### src/rtl/core/cbpf_pkg.sv
// Package with shared types, constants and the covalent radius table.
package cbpf_pkg;

  localparam int unsigned CmdW    = 2;
  localparam int unsigned ElemW   = 4;
  localparam int unsigned PosW    = 31;
  localparam int unsigned StatusW = 2;
  localparam int unsigned IdxOutW = 11;
  localparam int unsigned CfgIdxW = 2;
  localparam int unsigned CfgDataW = 21;
  localparam int unsigned LimitW  = 12;
  localparam int unsigned MinDW   = 21;
  localparam int unsigned ScaleW  = 12;
  localparam int unsigned RadW    = 12;
  localparam int unsigned FracBits = 10;

  typedef enum logic [CmdW-1:0] {
    CMD_LOAD    = 2'd0,
    CMD_REQUEST = 2'd1,
    CMD_CLEAR   = 2'd2,
    CMD_NONE    = 2'd3
  } cmd_e;

  typedef enum logic [StatusW-1:0] {
    ST_ACCEPTED = 2'd0,
    ST_BOND     = 2'd1,
    ST_NO_MORE  = 2'd2,
    ST_FULL     = 2'd3
  } status_e;

  typedef enum logic [CfgIdxW-1:0] {
    REG_ATOM_LIMIT = 2'd0,
    REG_MIN_DIST   = 2'd1,
    REG_SCALE      = 2'd2,
    REG_DEF_RADIUS = 2'd3
  } reg_e;

  typedef enum logic [2:0] {
    S_IDLE,
    S_READ,
    S_DIFF,
    S_SQUARE,
    S_SUM,
    S_TEST,
    S_RESULT
  } state_e;

  // Commands from the controller to the datapath.
  typedef struct packed {
    logic write_atom;
    logic clear_total;
    logic restart_scan;
    logic load_scan;
    logic issue_read;
    logic stage_diff;
    logic stage_square;
    logic stage_sum;
    logic advance;
    logic save_scan;
  } dp_cmd_t;

  // Status from the datapath to the controller.
  typedef struct packed {
    logic full;
    logic over_limit;
    logic scan_done;
    logic is_bond;
  } dp_stat_t;

  function automatic logic [RadW-1:0] table_radius(input logic [ElemW-1:0] code,
                                                   input int unsigned frac);
    logic [7:0] h;
    logic [31:0] v;
    case (code)
      4'd0:  h = 8'd31;
      4'd1:  h = 8'd84;
      4'd2:  h = 8'd76;
      4'd3:  h = 8'd71;
      4'd4:  h = 8'd66;
      4'd5:  h = 8'd57;
      4'd6:  h = 8'd111;
      4'd7:  h = 8'd107;
      4'd8:  h = 8'd105;
      4'd9:  h = 8'd102;
      4'd10: h = 8'd132;
      4'd11: h = 8'd132;
      4'd12: h = 8'd122;
      4'd13: h = 8'd120;
      4'd14: h = 8'd139;
      default: h = 8'd0;
    endcase
    v = (32'(h) * (32'd1 << frac) + 32'd50) / 32'd100;
    return v[RadW-1:0];
  endfunction

  function automatic logic [16*RadW-1:0] radius_table(input int unsigned frac);
    logic [16*RadW-1:0] t;
    t = '0;
    for (int i = 0; i < 15; i++) begin
      t[i*RadW +: RadW] = table_radius(ElemW'(i), frac);
    end
    return t;
  endfunction

  // Table radii packed by element code; the slot for code 15 is unused.
  localparam logic [16*RadW-1:0] RadiusTable = radius_table(FracBits);

endpackage

### src/rtl/core/cbpf_ctrl.sv
// Controller state machine that sequences loads, clears and the pair scan.
module cbpf_ctrl (
  input  logic                         clk_i,
  input  logic                         rst_ni,
  input  logic                         in_valid_i,
  output logic                         in_ready_o,
  input  logic [cbpf_pkg::CmdW-1:0]    in_cmd_i,
  output logic                         out_valid_o,
  input  logic                         out_ready_i,
  output logic [cbpf_pkg::StatusW-1:0] status_o,
  output logic                         hold_idx_o,
  output cbpf_pkg::dp_cmd_t            cmd_o,
  input  cbpf_pkg::dp_stat_t           stat_i
);
  import cbpf_pkg::*;

  state_e state_q, state_d;
  status_e status_q, status_d;
  logic hold_q, hold_d;

  always_ff @(posedge clk_i or negedge rst_ni) begin
    if (!rst_ni) begin
      state_q  <= S_IDLE;
      status_q <= ST_ACCEPTED;
      hold_q   <= 1'b0;
    end else begin
      state_q  <= state_d;
      status_q <= status_d;
      hold_q   <= hold_d;
    end
  end

  always_comb begin
    state_d  = state_q;
    status_d = status_q;
    hold_d   = hold_q;
    cmd_o    = '0;
    in_ready_o  = (state_q == S_IDLE);
    out_valid_o = (state_q == S_RESULT);
    unique case (state_q)
      S_IDLE: begin
        if (in_valid_i) begin
          hold_d   = 1'b0;
          status_d = ST_ACCEPTED;
          state_d  = S_RESULT;
          unique case (cmd_e'(in_cmd_i))
            CMD_LOAD: begin
              if (stat_i.full) begin
                status_d = ST_FULL;
              end else begin
                cmd_o.write_atom   = 1'b1;
                cmd_o.restart_scan = 1'b1;
              end
            end
            CMD_CLEAR: begin
              cmd_o.clear_total  = 1'b1;
              cmd_o.restart_scan = 1'b1;
            end
            CMD_REQUEST: begin
              if (stat_i.over_limit) begin
                status_d = ST_NO_MORE;
              end else begin
                cmd_o.load_scan = 1'b1;
                state_d = S_READ;
              end
            end
            default: ;
          endcase
        end
      end
      S_READ: begin
        if (stat_i.scan_done) begin
          cmd_o.save_scan = 1'b1;
          status_d = ST_NO_MORE;
          state_d  = S_RESULT;
        end else begin
          cmd_o.issue_read = 1'b1;
          state_d = S_DIFF;
        end
      end
      S_DIFF: begin
        cmd_o.stage_diff = 1'b1;
        state_d = S_SQUARE;
      end
      S_SQUARE: begin
        cmd_o.stage_square = 1'b1;
        state_d = S_SUM;
      end
      S_SUM: begin
        cmd_o.stage_sum = 1'b1;
        state_d = S_TEST;
      end
      S_TEST: begin
        if (stat_i.is_bond) begin
          cmd_o.save_scan = 1'b1;
          status_d = ST_BOND;
          hold_d   = 1'b1;
          state_d  = S_RESULT;
        end else begin
          cmd_o.advance = 1'b1;
          state_d = S_READ;
        end
      end
      S_RESULT: begin
        if (out_ready_i) state_d = S_IDLE;
      end
      default: state_d = S_IDLE;
    endcase
  end

  assign status_o   = status_q;
  assign hold_idx_o = hold_q;

endmodule

### config.mk
export PLATFORM = sky130hd
export DESIGN_NAME = cbpf_ctrl
export DESIGN_NICKNAME = d
export VERILOG_FILES = /design/src/rtl/core/cbpf_pkg.sv /design/src/rtl/core/cbpf_ctrl.sv
export SDC_FILE = /design/constraint.sdc
export NUM_CORES = 1
export LEC_CHECK = 0
export ABC_AREA = 1
export BUFFER_PORTS_ARGS = -buffer_cell sky130_fd_sc_hd__clkbuf_2
export CAP_MARGIN = 20
export CORE_MARGIN = 10
export CORE_UTILIZATION = 35
export DETAILED_ROUTE_END_ITERATION = 16
export SYNTH_ARGS = -nofsm -noshare
export SYNTH_HDL_FRONTEND = slang
export SYNTH_SLANG_ARGS = --single-unit
### constraint.sdc
create_clock -name clk_i -period 2 [get_ports clk_i]
set_clock_uncertainty 0.1 [all_clocks]
set_input_delay 0.1 -clock clk_i [delete_from_list [all_inputs] [get_ports clk_i]]
set_output_delay 0.1 -clock clk_i [all_outputs]
set_load 0.02 [all_outputs]
==> summary.txt, run 1 <==
Outcome
  • Status: complete, no violations

Worst setup path
  • Worst EP arrival: between 1.5 and 2 ns
  • Startpoint Class: flop
  • Critical Path RT: roughly 1.8 ns
  • Crit end category: primary output
  • WS Path Type: flop to primary output
  • Crit-path max FO: 8

Floorplanning
  • Die area: around 3400 um^2
  • Die Y-Extent: between 50 and 60 um
  • Ports: 25
  • Rows: 13
  • Die W: ~58 um
  • Starting Density: 0.383
  • Core box area: between 1000 and 1500 um^2

Synth
  • Area share of the leading cell type in the synthesized netlist: 0.294
  • Gate Count Post-Synth: 85
  • Syn Area/Cell: between 6 and 7 um^2
  • Ys async rst share: 1.00
  • Synthesized area: 510 um^2
  • Yosys top cell by area: dfrtp_1
  • FF+latch count, synth: 6
  • Sequential cell area fraction in the yosys report: 0.294
  • EDFF count, synth: 0
  • Largest cells by area after synthesis: dfrtp_1 29%, nand2_1 18%, inv_1 11%
  • Syn nets: 95
  • Ys flop type: dfrtp_1
  • YS warnings: 0
  • Unique cell type count in the Yosys netlist: 16

Worst hold path
  • Hold Path Class: primary input to flop

Placement
  • Hpwl dp: about 1300 um
  • Routability congestion estimate: between 0.7 and 0.8
  • Post-DP Area: between 600 and 700 um^2
  • Buffers on Ports: 24

CTS
  • CTS resizes: 0
  • Worst-path clk slew: ~0.040 ns
  • Setup bufs post-CTS: 0
  • Root buf cell: clkbuf_4
  • Worst skew pair latency: 0.24 ns
  • Htree depth: 1
  • CTS buffer count: 3
  • CTS sink cnt: 6
  • Clk buf depth: 2
  • CTS tree: done

Layout
  • FILL cells: between 150 and 200
  • Commonest non-fill, non-tap cell in the layout: nand2_1
  • Syn-to-layout area delta: 31.4%
  • Layout cells sized above 1: 0.339
  • Post-route cell area: ~670 um^2
  • Ant diodes: 0
  • # nets final: 124
  • Layout Utilization: 0.503
  • Commonest non-fill, non-tap cells in the layout: 25 x nand2_1, 24 x clkbuf_2, 15 x inv_1

Power and ir drop
  • Max IR drop VDD: 0.656 mV
  • Comb pwr share: 0.656
  • Seq pwr share: 0.237
  • Clock network power share: 0.106
  • Pwr Density: about 1500 nW/um^2
  • Net Sw Frac: 0.544
  • Leak Pwr: ~0.46 nW
  • Internal power: roughly 450 uW
  • Net load switching power: 541 uW

Timing
  • Hold slack: around 0.045 ns
  • Fmax: 0.586 GHz
  • Worst-Margin Slew: about 0.3 ns
  • Final Max Slew Viols: 0
  • RSZ-0062 raised after global routing: no
  • Setup tns final: 0 ns
  • Fin. Hold Viols: 0
  • Ratio of final minimum period to clock period: 0.854
  • Max-slew headroom: 0.796
  • Min Tclk post-route: around 1.7 ns
  • Final setup vio count: 0

Routing
  • Via count: between 600 and 700
  • Via/cell ratio: 4.80
  • Post-Route WL: 1450 um
  • DRT Pass-1 Iters: 4
  • DRC Markers: 0
  • Iteration-0 DRC Markers: 22
  • WL per Instance: 11.4 um
  • Antenna viol nets, final: 0

Global routing
  • GRT Total Usage: 0.0872
  • First-pass GRT wire length: ~2300 um
  • Number of global-route vias before repair: around 560
  • Largest net degree at the start of global routing: 9
  • Total gr overflow: 0
  • Antenna violations before repair: 0

Run
  • Maximum capacitance violations: 0
## synth_stat cells, types with 2 or more instances
master / n
nand4_1: 2
inv_2: 3
nand2_2: 4
inv_1: 15
a21oi_1: 2
o21ai_1: 3
nand2_1: 25
nand3_1: 6
nor2_1: 12
dfrtp_1: 6
nor2_2: 2
## cell families after synthesis
logic type,after synthesis,synth area share
AO/OA/AOI/OAI,6,0.0588
buffers and inverters,19,0.154
flip-flops,6,0.294
AND/OR/NAND/NOR,54,0.493
## cell type report
type | count | area (um^2) | share of cell area
Tap cell | 15 | 18.8 | 0.0280
Clock buffer | 3 | 22.5 | 0.0336
Multi-Input combinational cell | 60 | 282 | 0.420
Sequential cell | 6 | 150 | 0.224
Timing Repair Buffer | 25 | 130 | 0.194
Inverter | 18 | 67.6 | 0.101
## repair_timing
| item | in CTS | in global routing |
|---|---|---|
| hold buffers | 1 | 0 |
| endpoints found under the setup margin | 0 | 0 |
| hold endpoints to repair | 6 | 0 |
## stage by stage
| stage | power, mW | cells | worst slack, ns |
|---|---|---|---|
| 2_1_floorplan | 0.732 | 85 | 0.456 |
| 3_3_place_gp | 0.892 | 123 | 0.561 |
| 3_5_place_dp | 0.898 | 123 | 0.545 |
| 4_1_cts | 1.01 | 127 | 0.282 |
| 5_1_grt | 1.11 | 127 | 0.168 |
| 6_report | 0.995 | 127 | 0.293 |
## registers in the layout (all words and copies together) (netlist names)
register and count:
status_o 2, hold_idx_o 1, state_q 3
## power by group through the flow
stage | logic [mW] | clock network [mW] | registers, mW
final | 0.653 | 0.106 | 0.236
after global routing | 0.739 | 0.123 | 0.245
after CTS | 0.663 | 0.112 | 0.238
after detailed placement | 0.659 | 0 | 0.239
after global placement | 0.656 | 0 | 0.236
after floorplan | 0.491 | 0 | 0.241
## final timing paths
kind                             start     endpoint  slack (ns)  cells past startpoint
min                        out_ready_i   state_q[1]        0.05                      4
max reg2reg                 state_q[0]   state_q[0]        0.66                      5
max                         state_q[0]     cmd_o[6]        0.29                      6
min in group asynchronous       rst_ni  status_o[1]        0.12                      2
min reg2reg                status_o[1]  status_o[1]        0.38                      2
max in group asynchronous       rst_ni   state_q[1]        1.54                      2
## critical path: stages (launching register included)
cell and delay [ns]:
dfrtp_1 0.47, nor2_2 0.18, nand2_2 0.13, inv_1 0.11, nand2_1 0.10, nor2_1 0.10
clkbuf_2 0.17
## metal layers
metal,GRT usage,routed length [um],vias to the layer above
met4,0.0201,0,0
met3,0.0588,133,0
met1,0.0914,617,270
li1,-,-,316
met5,0,0,-
met2,0.141,701,23
(Power assumes the default switching activity.)
==> run 2: changes to the inputs <==
--- a/config.mk
+++ b/config.mk
@@ -11,6 +11,7 @@
 export CORE_MARGIN = 10
 export CORE_UTILIZATION = 35
 export DETAILED_ROUTE_END_ITERATION = 16
+export PLACE_DENSITY = 0.69
 export SYNTH_ARGS = -nofsm -noshare
 export SYNTH_HDL_FRONTEND = slang
 export SYNTH_SLANG_ARGS = --single-unit
==> run 2 against run 1 <==
Register-to-register slack worse by 0.04 ns. Sequential power increased by 2%. Clock power is 9% higher. Combinational power increased by 0.9%. Core utilization unchanged. Cell area unchanged. First-iteration DRC count down 55%. Die area did not move. Sequential share of layout area unchanged. Final cell count did not move.
==> summary.txt, run 2 (synthesis results as in run 1) <==
Worst setup path
  • Crit-path max FO: 8 (unchanged)
  • Worst EP arrival: 1.51 ns (about the same)
  • Worst R2R Setup Slack: 0.62 ns (-0.04 ns)
  • Worst r2r dst: state_q[2]
  • Crit end category: primary output
  • Startpoint Class: flop
  • Cells on worst reg2reg path: 7 (+2)
  • R2r startpoint: state_q[0]
  • Critical Path RT: 1.80 ns (about the same)
  • WS Path Type: flop to primary output

Power and ir drop
  • Net Sw Frac: 0.553 (+0.00873)
  • Pwr Density: 1510 nW/um^2 (+2.0%)
  • Net load switching power: 561 uW (+3.6%)
  • Max IR drop VDD: 0.912 mV (+39%)
  • Clock network power share: 0.114 (+0.008)
  • Seq pwr share: 0.236 (about the same)
  • Comb pwr share: 0.650 (-0.006)
  • Internal power: 454 uW (about the same)
  • Leak Pwr: 0.460 nW (unchanged)

Floorplanning
  • Die Y-Extent: 58.2 um (unchanged)
  • Die area: 3390 um^2 (unchanged)
  • Core box area: 1330 um^2 (unchanged)
  • Die W: 58.2 um (unchanged)
  • Rows: 13 (unchanged)
  • Starting Density: 0.383 (unchanged)
  • Ports: 25 (unchanged)

CTS
  • Hold Buf Count CTS: 1 (unchanged)
  • CTS buffer count: 3 (unchanged)
  • CTS tree: done
  • Clk buf depth: 2 (unchanged)
  • CTS resizes: 0 (unchanged)
  • CTS sink cnt: 6 (unchanged)
  • Worst skew pair latency: 0.24 ns (about the same)
  • Root buf cell: clkbuf_4
  • Htree depth: 1 (unchanged)
  • Setup bufs post-CTS: 0 (unchanged)
  • Worst-path clk slew: 0.04 ns (about the same)

Outcome
  • Status: complete, no violations

Layout
  • Footprint of the multi-input gates: 282 um^2 (unchanged)
  • Commonest non-fill, non-tap cell in the layout: nand2_1
  • Commonest non-fill, non-tap cells in the layout: 25 x nand2_1, 24 x clkbuf_2, 15 x inv_1
  • Register area: 150 um^2 (unchanged)
  • Syn-to-layout area delta: 31.4% (unchanged)
  • Number of flip-flops in the largest register: 3 (unchanged)
  • Layout cells sized above 1: 0.339 (unchanged)
  • Post-route cell area: 671 um^2 (unchanged)
  • Layout Utilization: 0.503 (unchanged)
  • FILL cells: 163 (+2.5%)
  • # nets final: 124 (unchanged)
  • Most flops, register: state_q
  • Ant diodes: 0 (unchanged)

Placement
  • Buffers on Ports: 24 (unchanged)
  • Routability congestion estimate: 0.803 (+0.89%)
  • Hpwl dp: 1360 um (+5.2%)
  • Post-DP Area: 638 um^2 (unchanged)

Run
  • Maximum capacitance violations: 0 (unchanged)

Routing
  • Via count: 597 (-2.0%)
  • Post-Route WL: 1550 um (+6.7%)
  • DRT Pass-1 Iters: 4 (unchanged)
  • Antenna viol nets, final: 0 (unchanged)
  • DRC Markers: 0 (unchanged)
  • WL per Instance: 12.2 um (+6.7%)
  • Iteration-0 DRC Markers: 10 (-55%)
  • Via/cell ratio: 4.70 (-2.0%)

Global routing
  • Total gr overflow: 0 (unchanged)
  • GRT Total Usage: 0.0968 (+0.00959)
  • Antenna violations before repair: 0 (unchanged)
  • Largest net degree at the start of global routing: 9 (unchanged)
  • Number of global-route vias before repair: 637 (+15%)
  • First-pass GRT wire length: 2680 um (+14%)

Timing
  • Worst-Margin Slew: 0.313 ns (+0.00701 ns)
  • Final setup vio count: 0 (unchanged)
  • Setup tns final: 0 ns (unchanged)
  • Hold slack: 0.0375 ns (-0.00758 ns)
  • Min Tclk post-route: 1.71 ns (-0.00186 ns)
  • Ratio of final minimum period to clock period: 0.853 (-0.000928)
  • Fmax: 0.586 GHz (+0.11%)
  • Max-slew headroom: 0.791 (-0.00467)
  • Fin. Hold Viols: 0 (unchanged)
  • Final Max Slew Viols: 0 (unchanged)
  • RSZ-0062 raised after global routing: no

Worst hold path
  • Hold Path Class: primary input to flop
  • Hold path start: out_ready_i
  • Worst Hold End: state_q[2]
  • Hold path depth: 4 (unchanged)
run 2: cell counts in the layout (fill, tap and decap cells not counted):
Identical to the previous run, type by type.
run 2: power by group through the flow:
stage	Combinational (mW)	Clock, mW	Sequential, mW
finish	0.659	0.116	0.240
floorplan	0.491	0	0.241
detailed placement	0.666	0	0.242
global route	0.748	0.126	0.249
global placement	0.655	0	0.236
CTS	0.669	0.116	0.241
run 2: how the worst max path moves through the flow:
| stage | start | end | slack [ns] | cells past startpoint |
|---|---|---|---|---|
| after CTS | state_q[0] | cmd_o[6] | 0.29 | 6 |
| after detailed placement | state_q[0] | cmd_o[6] | 0.54 | 6 |
| after global placement | state_q[0] | cmd_o[6] | 0.57 | 6 |
| after global routing | state_q[0] | cmd_o[6] | 0.12 | 6 |
| final | state_q[0] | cmd_o[6] | 0.29 | 6 |
| after floorplan | state_q[0] | cmd_o[8] | 0.46 | 4 |
run 2: area by class of cell:
class | count | share of cell area
well taps | 15 | 0.0280
repair buffers | 25 | 0.194
flip-flops and latches | 6 | 0.224
inverters | 18 | 0.101
multi-input cells | 60 | 0.420
clock buffers | 3 | 0.0336
run 2: stage by stage:
stage	power, mW	setup WS (ns)	instances
after floorplan	0.732	0.456	85
after CTS	1.03	0.287	127
after global routing	1.12	0.123	127
after global placement	0.892	0.567	123
final	1.01	0.294	127
after detailed placement	0.908	0.544	123
run 2: routing by layer:
layer | global-route usage | part of all wire | vias to the layer above
met1 | 0.0974 | 0.40 | 262
li1 | - | - | 313
met5 | 0 | 0 | -
met3 | 0.0479 | 0.086 | 2
met4 | 0.0101 | 0.0052 | 0
met2 | 0.179 | 0.51 | 20
run 2: worst max-delay path: stages (launching register included):
cell	delay [ns]
dfrtp_1	0.48
nor2_2	0.18
nand2_2	0.12
inv_1	0.13
nand2_1	0.09
nor2_1	0.09
clkbuf_2	0.17
==> run 3: changes to the inputs <==
--- a/config.mk
+++ b/config.mk
@@ -8,9 +8,9 @@
 export ABC_AREA = 1
 export BUFFER_PORTS_ARGS = -buffer_cell sky130_fd_sc_hd__clkbuf_2
 export CAP_MARGIN = 20
-export CORE_MARGIN = 10
-export CORE_UTILIZATION = 35
+export CORE_AREA = 10 10 47 49
 export DETAILED_ROUTE_END_ITERATION = 16
+export DIE_AREA = 0 0 57 59
 export PLACE_DENSITY = 0.69
 export SYNTH_ARGS = -nofsm -noshare
 export SYNTH_HDL_FRONTEND = slang
==> run 3 against run 2 <==
Via count fell by 2.0%. Final cell count rose by 0.79%. Clock power shrank 3%. Non-clock buffer count stayed put. Count of clock-buffer cells in the layout unchanged. Core utilization shrank 2.3 points.
==> summary.txt, run 3 (synthesis results as in run 1) <==
Outcome
  • Status: complete, no violations

Global routing
  • Total gr overflow: 0 (unchanged)
  • Layer carrying the most global-route usage: met2
  • Largest net degree at the start of global routing: 9 (unchanged)
  • Antenna violations before repair: 0 (unchanged)
  • First-pass GRT wire length: 2420 um (-9.6%)
  • Met3 Track Usage GR: 0.0322 (-0.0157)
  • Grt met2 use: 0.138 (-0.0415)
  • Number of global-route vias before repair: 622 (-2.4%)
  • GRT Total Usage: 0.0867 (-0.0101)
  • GR Util met1: 0.101 (+0.00328)

Routing
  • Via count: 585 (-2.0%)
  • Antenna viol nets, final: 0 (unchanged)
  • DRT Pass-1 Iters: 4 (unchanged)
  • Post-Route WL: 1400 um (-9.8%)
  • Iteration-0 DRC Markers: 15 (+5)
  • WL per Instance: 10.9 um (-11%)
  • DRC Markers: 0 (unchanged)
  • Via/cell ratio: 4.57 (-2.8%)

CTS
  • CTS tree: done
  • CTS buffer count: 3 (unchanged)
  • Worst skew pair latency: 0.24 ns (about the same)
  • CTS sink cnt: 6 (unchanged)
  • Clk buf depth: 2 (unchanged)
  • Root buf cell: clkbuf_4
  • Htree depth: 1 (unchanged)
  • Worst-path clk slew: 0.05 ns (about the same)
  • CTS resizes: 0 (unchanged)

Floorplanning
  • Rows: 14 (+1)
  • Ports: 25 (unchanged)
  • Starting Density: 0.364 (-0.0185)
  • Core box area: 1400 um^2 (+5.1%)
  • Die W: 57 um (-2.0%)
  • Die Y-Extent: 59 um (+1.4%)
  • Die area: 3360 um^2 (-0.68%)

Worst setup path
  • CP Launch Point: state_q[0]
  • WS Path Type: flop to primary output
  • Worst R2R Setup Slack: 0.63 ns (about the same)
  • Max incr delay on CP: 0.48 ns (about the same)
  • Crit-path cells: nor2_2, nand2_2, inv_1, nand2_1, nor2_1, clkbuf_2
  • Crit-path max FO: 8 (unchanged)
  • Cells on worst reg2reg path: 6 (-1)
  • Crit end category: primary output
  • R2r startpoint: state_q[0]
  • Slowest CP cell: dfrtp_1
  • Worst EP arrival: 1.51 ns (about the same)
  • Startpoint Class: flop
  • Worst r2r dst: status_o[1]
  • Critical Path RT: 1.80 ns (about the same)

Timing
  • RSZ-0062 raised after global routing: no
  • Fin. Hold Viols: 0 (unchanged)
  • Fmax: 0.584 GHz (-0.33%)
  • Ratio of final minimum period to clock period: 0.856 (+0.00287)
  • Setup tns final: 0 ns (unchanged)
  • Final setup vio count: 0 (unchanged)
  • Max-slew headroom: 0.787 (-0.00448)
  • Hold slack: 0.0206 ns (-0.0169 ns)
  • Final worst slack: 0.289 ns (-0.00573 ns)
  • Worst-Margin Slew: 0.320 ns (+0.00671 ns)
  • Final Max Slew Viols: 0 (unchanged)
  • Min Tclk post-route: 1.71 ns (+0.00573 ns)

Layout
  • Layout cells sized above 1: 0.339 (unchanged)
  • Commonest non-fill, non-tap cell in the layout: nand2_1
  • Most flops, register: state_q
  • Ant diodes: 0 (unchanged)
  • # nets final: 124 (unchanged)
  • FILL cells: 155 (-4.9%)
  • Number of flip-flops in the largest register: 3 (unchanged)
  • Syn-to-layout area delta: 31.6%
  • Post-route cell area: 672 um^2 (+0.19%)
  • Commonest non-fill, non-tap cells in the layout: 25 x nand2_1, 24 x clkbuf_2, 15 x inv_1

Placement
  • Worst slack, placed: 0.561 ns (+0.0170 ns)
  • Post-DP Area: 639 um^2 (+0.20%)
  • Buffers on Ports: 24 (unchanged)
  • Routability congestion estimate: 0.824 (+2.6%)
  • Hpwl dp: 1230 um (-9.5%)

Power and ir drop
  • Pwr Density: 1480 nW/um^2 (-2.1%)
  • Leak Pwr: 0.460 nW (unchanged)
  • Max IR drop VDD: 0.556 mV (-39%)

Run
  • Maximum capacitance violations: 0 (unchanged)

Worst hold path
  • Hold path depth: 4 (unchanged)
  • Hold path start: out_ready_i
  • Hold Path Class: primary input to flop
  • Worst Hold End: state_q[1]
## run 3: area by class of cell
type	count	area, um^2	share of cell area
clock buffer	3	22.5	0.0335
inverter	18	67.6	0.101
multi-input combinational	60	282	0.419
sequential	6	150	0.223
tap	16	20.0	0.0298
timing repair buffer	25	130	0.194
## run 3: report_power, final
group	switching [mW]	internal [mW]
Sequential	0.0595	0.177
Combinational	0.438	0.208
Clock	0.0444	0.0679
## run 3: worst max path at each step
stage / depth (start not counted) / end / slack [ns]
after global placement: 6 / cmd_o[6] / 0.58
final: 6 / cmd_o[6] / 0.29
after floorplan: 4 / cmd_o[8] / 0.46
after CTS: 6 / cmd_o[6] / 0.30
after global routing: 6 / cmd_o[6] / 0.14
after detailed placement: 6 / cmd_o[6] / 0.56
## run 3: timing repair
item | in CTS | in global routing
endpoints found under the setup margin | 0 | 0
setup buffers | 0 | 0
endpoints found under the hold margin | 6 | 0
hold buffers | 1 | 0
## run 3: worst max-delay path: cells and delay by family, from the launching register on
family	cells	cell delay, ns
AND/OR/NAND/NOR	4	0.49
flip-flops	1	0.48
buffers and inverters	2	0.29
## run 3: per-stage QoR
stage,std cells,utilization,power (mW)
after detailed placement,124,0.456,0.889
after global placement,124,0.456,0.884
after floorplan,85,-,0.732
after global routing,128,0.479,1.11
after CTS,128,0.479,1.00
final,128,0.479,0.995
## run 3: per-layer routing
layer / routed length [um] / share of wire / up-vias
met2: 597 / 0.43 / 26
li1: - / - / 318
met4: 17 / 0.012 / 0
met1: 673 / 0.48 / 239
met3: 110 / 0.079 / 2
met5: 0 / 0 / -
